`config.mk`:
```
export PLATFORM = sky130hd
export DESIGN_NAME = dns_query_name_extractor
export DESIGN_NICKNAME = d
export VERILOG_FILES = /design/src/hw/rtl/dnsqe_pkg.sv /design/src/hw/rtl/dnsqe_parser.sv /design/src/hw/rtl/dnsqe_rsp_queue.sv /design/src/hw/rtl/dns_query_name_extractor.sv
export SDC_FILE = /design/constraint.sdc
export NUM_CORES = 1
export LEC_CHECK = 0
export BUFFER_PORTS_ARGS = -buffer_cell sky130_fd_sc_hd__buf_2
export CAP_MARGIN = 20
export CELL_PAD_IN_SITES_DETAIL_PLACEMENT = 0
export CELL_PAD_IN_SITES_GLOBAL_PLACEMENT = 1
export CORE_MARGIN = 2
export CORE_UTILIZATION = 54
export CTS_CLUSTER_DIAMETER = 150
export DETAILED_ROUTE_END_ITERATION = 8
export PLACE_DENSITY_LB_ADDON = 0.2
export REMOVE_ABC_BUFFERS = 1
export SKIP_LAST_GASP = 1
export SLEW_MARGIN = 20
export SYNTH_ARGS = -nofsm -noshare
export SYNTH_HDL_FRONTEND = slang
export SYNTH_HIERARCHICAL = 1
export SYNTH_SLANG_ARGS = --single-unit
```
`constraint.sdc`:
```
create_clock -name clock -period 5.37 [get_ports clock]
set_clock_uncertainty 0.2 [all_clocks]
set_input_delay 0.537 -clock clock [delete_from_list [all_inputs] [get_ports clock]]
set_output_delay 0.537 -clock clock [all_outputs]
set_load 0.02 [all_outputs]
```
`src/hw/rtl/dnsqe_pkg.sv`:
```
// Shared constants, codes and types of the DNS query name extractor.
package dnsqe_pkg;

   localparam int MAX_PACKET_BYTES = 512;
   localparam int HEADER_BYTES     = 12;
   localparam int POS_W            = $clog2(MAX_PACKET_BYTES + 1);

   localparam logic [7:0] DOT_CHAR   = 8'h2E;
   localparam logic [7:0] ZERO_BYTE  = 8'h00;

   localparam int QUEUE_DEPTH = 4;
   localparam int QPTR_W      = $clog2(QUEUE_DEPTH);
   localparam int QCNT_W      = $clog2(QUEUE_DEPTH + 1);

   typedef enum logic [1:0] {
      PH_HEADER = 2'd0,
      PH_LENGTH = 2'd1,
      PH_LABEL  = 2'd2,
      PH_DONE   = 2'd3
   } phase_type;

   typedef enum logic [1:0] {
      ST_OK    = 2'd0,
      ST_EMPTY = 2'd1,
      ST_ERROR = 2'd2
   } status_type;

   typedef struct packed {
      logic [7:0] name_char;
      logic       is_end;
      status_type parse_status;
   } result_type;

   // Up to two results per input item, in delivery order.
   typedef struct packed {
      logic [1:0] count;
      result_type first;
      result_type second;
   } push_type;

endpackage

```
`src/hw/rtl/dnsqe_parser.sv`:
```
// Packet walker: header skip, label decoding and end status for each input item.
module dnsqe_parser
   import dnsqe_pkg::*;
(
   input  logic       clock,
   input  logic       reset,
   input  logic       accept,
   input  logic [7:0] packet_byte,
   input  logic       last_byte,
   output push_type   push
);

   phase_type        phase_ff, phase_in;
   logic [POS_W-1:0] pos_ff, pos_in;
   logic [7:0]       label_ff, label_in;
   logic             seen_ff, seen_in;

   logic             emit;
   logic [7:0]       emit_char;
   status_type       status;
   result_type       char_res;
   result_type       end_res;

   always_ff @(posedge clock) begin
      if (reset) begin
         phase_ff <= PH_HEADER;
         pos_ff   <= '0;
         label_ff <= '0;
         seen_ff  <= 1'b0;
      end else begin
         phase_ff <= phase_in;
         pos_ff   <= pos_in;
         label_ff <= label_in;
         seen_ff  <= seen_in;
      end
   end

   always_comb begin
      phase_in  = phase_ff;
      pos_in    = pos_ff;
      label_in  = label_ff;
      seen_in   = seen_ff;
      emit      = 1'b0;
      emit_char = packet_byte;
      status    = ST_OK;

      if (accept && (pos_ff < POS_W'(MAX_PACKET_BYTES))) begin
         unique case (phase_ff)
            PH_HEADER: begin
               if (pos_ff >= POS_W'(HEADER_BYTES - 1)) phase_in = PH_LENGTH;
            end
            PH_LENGTH: begin
               if (packet_byte == ZERO_BYTE) begin
                  phase_in = PH_DONE;
               end else begin
                  // A dot goes ahead of every label but the first.
                  if (seen_ff) begin
                     emit      = 1'b1;
                     emit_char = DOT_CHAR;
                  end
                  label_in = packet_byte;
                  phase_in = PH_LABEL;
                  seen_in  = 1'b1;
               end
            end
            PH_LABEL: begin
               emit     = 1'b1;
               label_in = label_ff - 8'd1;
               if (label_ff == 8'd1) phase_in = PH_LENGTH;
            end
            PH_DONE: begin
            end
         endcase
         pos_in = pos_ff + POS_W'(1);
      end

      if (phase_in == PH_LABEL) begin
         status = ST_ERROR;
      end else if ((phase_in == PH_HEADER) || !seen_in) begin
         status = ST_EMPTY;
      end

      // The last byte closes the packet and returns the walker to its start.
      if (accept && last_byte) begin
         phase_in = PH_HEADER;
         pos_in   = '0;
         label_in = '0;
         seen_in  = 1'b0;
      end
   end

   always_comb begin
      char_res.name_char    = emit_char;
      char_res.is_end       = 1'b0;
      char_res.parse_status = ST_OK;
      end_res.name_char     = ZERO_BYTE;
      end_res.is_end        = 1'b1;
      end_res.parse_status  = status;

      push.first  = emit ? char_res : end_res;
      push.second = end_res;
      push.count  = accept ? ({1'b0, emit} + {1'b0, last_byte}) : 2'd0;
   end

endmodule

```
`src/hw/rtl/dnsqe_rsp_queue.sv`:
```
// Small result queue that takes up to two results a cycle and hands out one.
module dnsqe_rsp_queue
   import dnsqe_pkg::*;
(
   input  logic       clock,
   input  logic       reset,
   input  push_type   push,
   input  logic       pop,
   output result_type head,
   output logic       head_valid,
   output logic       room
);

   result_type        entry_ff [QUEUE_DEPTH];
   logic [QPTR_W-1:0] wr_ptr_ff, wr_ptr_in;
   logic [QPTR_W-1:0] rd_ptr_ff, rd_ptr_in;
   logic [QCNT_W-1:0] count_ff, count_in;
   logic [QPTR_W-1:0] wr_next;
   logic              do_pop;

   assign do_pop  = pop && head_valid;
   assign wr_next = wr_ptr_ff + QPTR_W'(1);

   always_comb begin
      wr_ptr_in = wr_ptr_ff + QPTR_W'(push.count);
      rd_ptr_in = rd_ptr_ff + QPTR_W'(do_pop);
      count_in  = count_ff + QCNT_W'(push.count) - QCNT_W'(do_pop);
   end

   always_ff @(posedge clock) begin
      if (reset) begin
         wr_ptr_ff <= '0;
         rd_ptr_ff <= '0;
         count_ff  <= '0;
      end else begin
         wr_ptr_ff <= wr_ptr_in;
         rd_ptr_ff <= rd_ptr_in;
         count_ff  <= count_in;
      end
   end

   always_ff @(posedge clock) begin
      if (push.count != 2'd0) entry_ff[wr_ptr_ff] <= push.first;
      if (push.count == 2'd2) entry_ff[wr_next]   <= push.second;
   end

   assign head       = entry_ff[rd_ptr_ff];
   assign head_valid = (count_ff != '0);
   // Room for the worst case of two results from the next item.
   assign room       = (count_ff <= QCNT_W'(QUEUE_DEPTH - 2));

endmodule

```
`src/hw/rtl/dns_query_name_extractor.sv`:
```
// Top level of the DNS query name extractor.
//
// The req_ channel carries one packet byte per item, with req_tlast set on the
// packet's final byte. The block skips the 12-byte header, decodes the
// length-prefixed labels of the query name and sends each name character as a
// result item on the rsp_ channel, with a dot before every label after the
// first. On the final byte it also sends an end item (rsp_tlast high) whose
// rsp_tuser gives the status: 0 name ok, 1 empty, 2 the packet ended inside a
// label, in which case the consumer drops the characters already sent.
// Bytes at position 512 and beyond are not decoded, but their tlast still
// closes the packet.
//
// The walker state updates in the same cycle the byte is accepted and its results
// are written into a four-entry result queue, so one byte can be accepted every
// cycle while req_tready is high. A byte yields at most two results; req_tready
// is high while the queue has room for two. Only a final byte yields two results,
// so with a ready receiver the queue never fills and throughput is one byte per
// cycle. When the receiver stalls the queue fills and req_tready drops. A
// synchronous reset empties the queue and returns the walker to the header phase.
module dns_query_name_extractor
   import dnsqe_pkg::*;
(
   input  logic       clock,
   input  logic       reset,
   input  logic       req_tvalid,
   output logic       req_tready,
   input  logic [7:0] req_tdata,   // [7:0] packet_byte
   input  logic       req_tlast,   // last_byte
   output logic       rsp_tvalid,
   input  logic       rsp_tready,
   output logic [7:0] rsp_tdata,   // [7:0] name_char
   output logic       rsp_tlast,   // is_end
   output logic [1:0] rsp_tuser    // [1:0] parse_status
);

   logic       accept;
   push_type   push;
   result_type head;
   logic       room;

   assign req_tready = room;
   assign accept     = req_tvalid && room;

   dnsqe_parser u_parser (
      .clock       (clock),
      .reset       (reset),
      .accept      (accept),
      .packet_byte (req_tdata),
      .last_byte   (req_tlast),
      .push        (push)
   );

   dnsqe_rsp_queue u_rsp_queue (
      .clock      (clock),
      .reset      (reset),
      .push       (push),
      .pop        (rsp_tready),
      .head       (head),
      .head_valid (rsp_tvalid),
      .room       (room)
   );

   assign rsp_tdata = head.name_char;
   assign rsp_tlast = head.is_end;
   assign rsp_tuser = head.parse_status;

endmodule

```
==> out/results.ini <==
[sta]
finalCriticalPeriod_ns=3.773
slew_viol_final=0
slew_headroom=0.4065
rsz0062_at_grt=false
tightest_slew_ns=0.8865
tns_ns=0
setup_viol=0
hold_violations=0
max_freq_mhz=265.0
fin_crit_sh=0.7026

[cts]
cts.path.max_buffers=2
clkLatencyLatePin_ns=0.34
tritoncts=built
clk_pin_slew_worst_paths_ns=0.07
cts_sinks=72
cts_buffers=9
root_buffer=clkbuf_8
cts_setup_buffers=0
postCtsHoldBufs=0
htree_levels=3
postCtsResizedCells=0

[route]
drt_iter0_drc=171
drc_errors=0
routed_wl_um=7917
ant_nets=0
dr.pass1.iters=5
viasPerCell=5.540
routed-via-count=2637
wl_per_cell_um=16.63

[job]
drv_cap=0

[setup_path]
crit_path_frequent_cell=ha_1
cp.required_ns=5.25
critPathMaxStageDelay_ns=0.84
crit_chain=inv_1 > ha_1 > o211ai_2 > inv_2 > ha_1 > and2_1 > nor4b_4 > mux2_1
cp_max_fo=16
crit_slowest_cell=nor4b_4
cp.arrival_ns=3.65
startpoint_type=flop
crit_family=simple AND/OR/NAND/NOR gates
crit_buf_inv=2
crit_type=flop to flop
cp-end-kind=flop

[synth]
ys_seq_area_frac=0.4498
ys_ff_latch=72
yosysUniqueCellTypes=55
synth_area_um2=4184
synth_warnings=6
synth_edf_count=44
synth.top_cell.area_share=0.3158
synth_top_area_cell=edfxtp_1
synth-async-reset-ratio=0
synth-main-ff-cell=edfxtp_1
ys_top_cells_by_count=edfxtp_1, nor2_1, dfxtp_1
syn-instance-count=349
yosysMostFrequentCell=edfxtp_1
avgSynthCellArea_um2=11.99
ys_top_cells_by_area=edfxtp_1, dfxtp_1, mux2_4

[power_and_ir_drop]
p_per_area_nw_per_um2=301.7
vdd.ir_drop.worst_mv=0.1912
leakage_nw=1.694
total_power_mw=1.364

[cells_and_area]
n_antenna_cell=0
nets=395
area_delta_synth_final_pct=8.074
drive_gt1_frac=0.2273

[global_route]
track_usage=0.2027
antenna_found_initial=0
grt_max_degree=21
grt_pass1_vias=2638
grt_first_pass_wirelength_um=13150
overflow=0

[placed_design]
io_buffers=25
place_congestion=0.7465
hpwl_um=5473

[die]
die_w_um=92.03
num_rows=32
die_h_um=92.03
io_pins=26
coreArea_um2=7607
die-area_um2=8469
initial_core_util=0.5500

[worst_hold_path]
hold_path_class=primary input to flop

[status]
status=finished, final reports clean

metal layers:
metal  wire length [um]  global-route usage  up-vias
li1                   -                   -     1310
met1               3692              0.2653     1272
met2               3902              0.3376       47
met4                100             0.07836        0
met5                  0                   0        -
met3                221             0.03451        8
registers in the layout (all words and copies together) (netlist names):
name / flops
u_parser/phase_ff: 2
u_parser/pos_ff: 10
u_rsp_queue/count_ff: 3
u_parser/seen_ff: 1
u_rsp_queue/entry_ff: 44
u_rsp_queue/wr_ptr_ff: 2
u_parser/label_ff: 8
u_rsp_queue/rd_ptr_ff: 2
layout make-up:
class / instances / area, um^2
Sequential cell: 72 / 1882
Multi-Input combinational cell: 247 / 2112
Tap cell: 102 / 127.6
Fill cell: 646 / 3085
Timing Repair Buffer: 30 / 162.7
Inverter: 10 / 37.54
Clock buffer: 10 / 127.6
Clock inverter: 5 / 72.57
cell usage in the layout, fill, tap and decap left out, types with 4 or more instances in the layout:
cell type / Yosys / final
a21oi_1: 22 / 22
o21ai_0: 7 / 7
mux2i_1: 4 / 4
edfxtp_1: 44 / 44
mux2_4: 21 / 21
buf_4: 11 / 5
buf_2: 5 / 25
conb_1: 2 / 9
nor2b_1: 8 / 8
and2_1: 6 / 6
xor2_1: 5 / 5
ha_1: 11 / 11
clkbuf_8: 0 / 9
or3_1: 4 / 4
dfxtp_1: 28 / 28
nor3_1: 4 / 4
nand2_1: 19 / 19
nand2b_1: 5 / 5
mux4_2: 11 / 11
inv_1: 9 / 9
nor2_1: 33 / 33
mux2_1: 25 / 25
where the power goes:
group / internal, mW / switching (mW) / leakage, nW
logic: 0.127 / 0.131 / 0.996
registers: 0.614 / 0.0475 / 0.597
clock network: 0.255 / 0.190 / 0.101
total: 0.996 / 0.369 / 1.69
worst reg2reg max path: stages, from the launching register on:
cell and delay, ns:
dfxtp_1 0.41, inv_1 0.09, ha_1 0.41, o211ai_2 0.53, inv_2 0.07, ha_1 0.27, and2_1 0.27, nor4b_4 0.84
mux2_1 0.42
per-stage QoR:
| step | setup WS, ns | area (um^2) | hold WS [ns] | instances | utilization |
|---|---|---|---|---|---|
| 2_1_floorplan | 1.477 | 4031 | 0.2537 | 329 | - |
| 3_3_place_gp | 1.454 | 4322 | 0.2681 | 461 | 0.5681 |
| 3_5_place_dp | 1.369 | 4322 | 0.2796 | 461 | 0.5681 |
| 4_1_cts | 1.586 | 4522 | 0.2774 | 476 | 0.5944 |
| 5_1_grt | 1.290 | 4522 | 0.3160 | 476 | 0.5944 |
| 6_report | 1.597 | 4522 | 0.2914 | 476 | 0.5944 |
logic make-up after synthesis:
kind of cell,after synthesis,synth area share
other cells,2,0.001795
simple gates,105,0.1379
compound gates,50,0.08134
buf+inv,37,0.05173
flops,72,0.4498
fa+ha+maj,12,0.03768
xor+xnor,9,0.02572
mux,62,0.2141
path summary, 6_finish.rpt:
| kind | start | slack [ns] | depth (start not counted) | endpoint |
|---|---|---|---|---|
| worst max register to register | u_parser/phase_ff[0]$_SDFF_PP0_ | 1.60 | 8 | u_rsp_queue/entry_ff[1][10]$_DFFE_PP_ |
| worst min register to register | u_parser/label_ff[3]$_SDFFE_PP0P_ | 0.29 | 2 | u_parser/label_ff[3]$_SDFFE_PP0P_ |
| worst min-delay path | reset | 0.29 | 2 | u_rsp_queue/count_ff[1]$_SDFF_PP0_ |
| worst max-delay path | u_parser/phase_ff[0]$_SDFF_PP0_ | 1.60 | 8 | u_rsp_queue/entry_ff[1][10]$_DFFE_PP_ |
No activity file was read; power rests on OpenSTA's default activity.
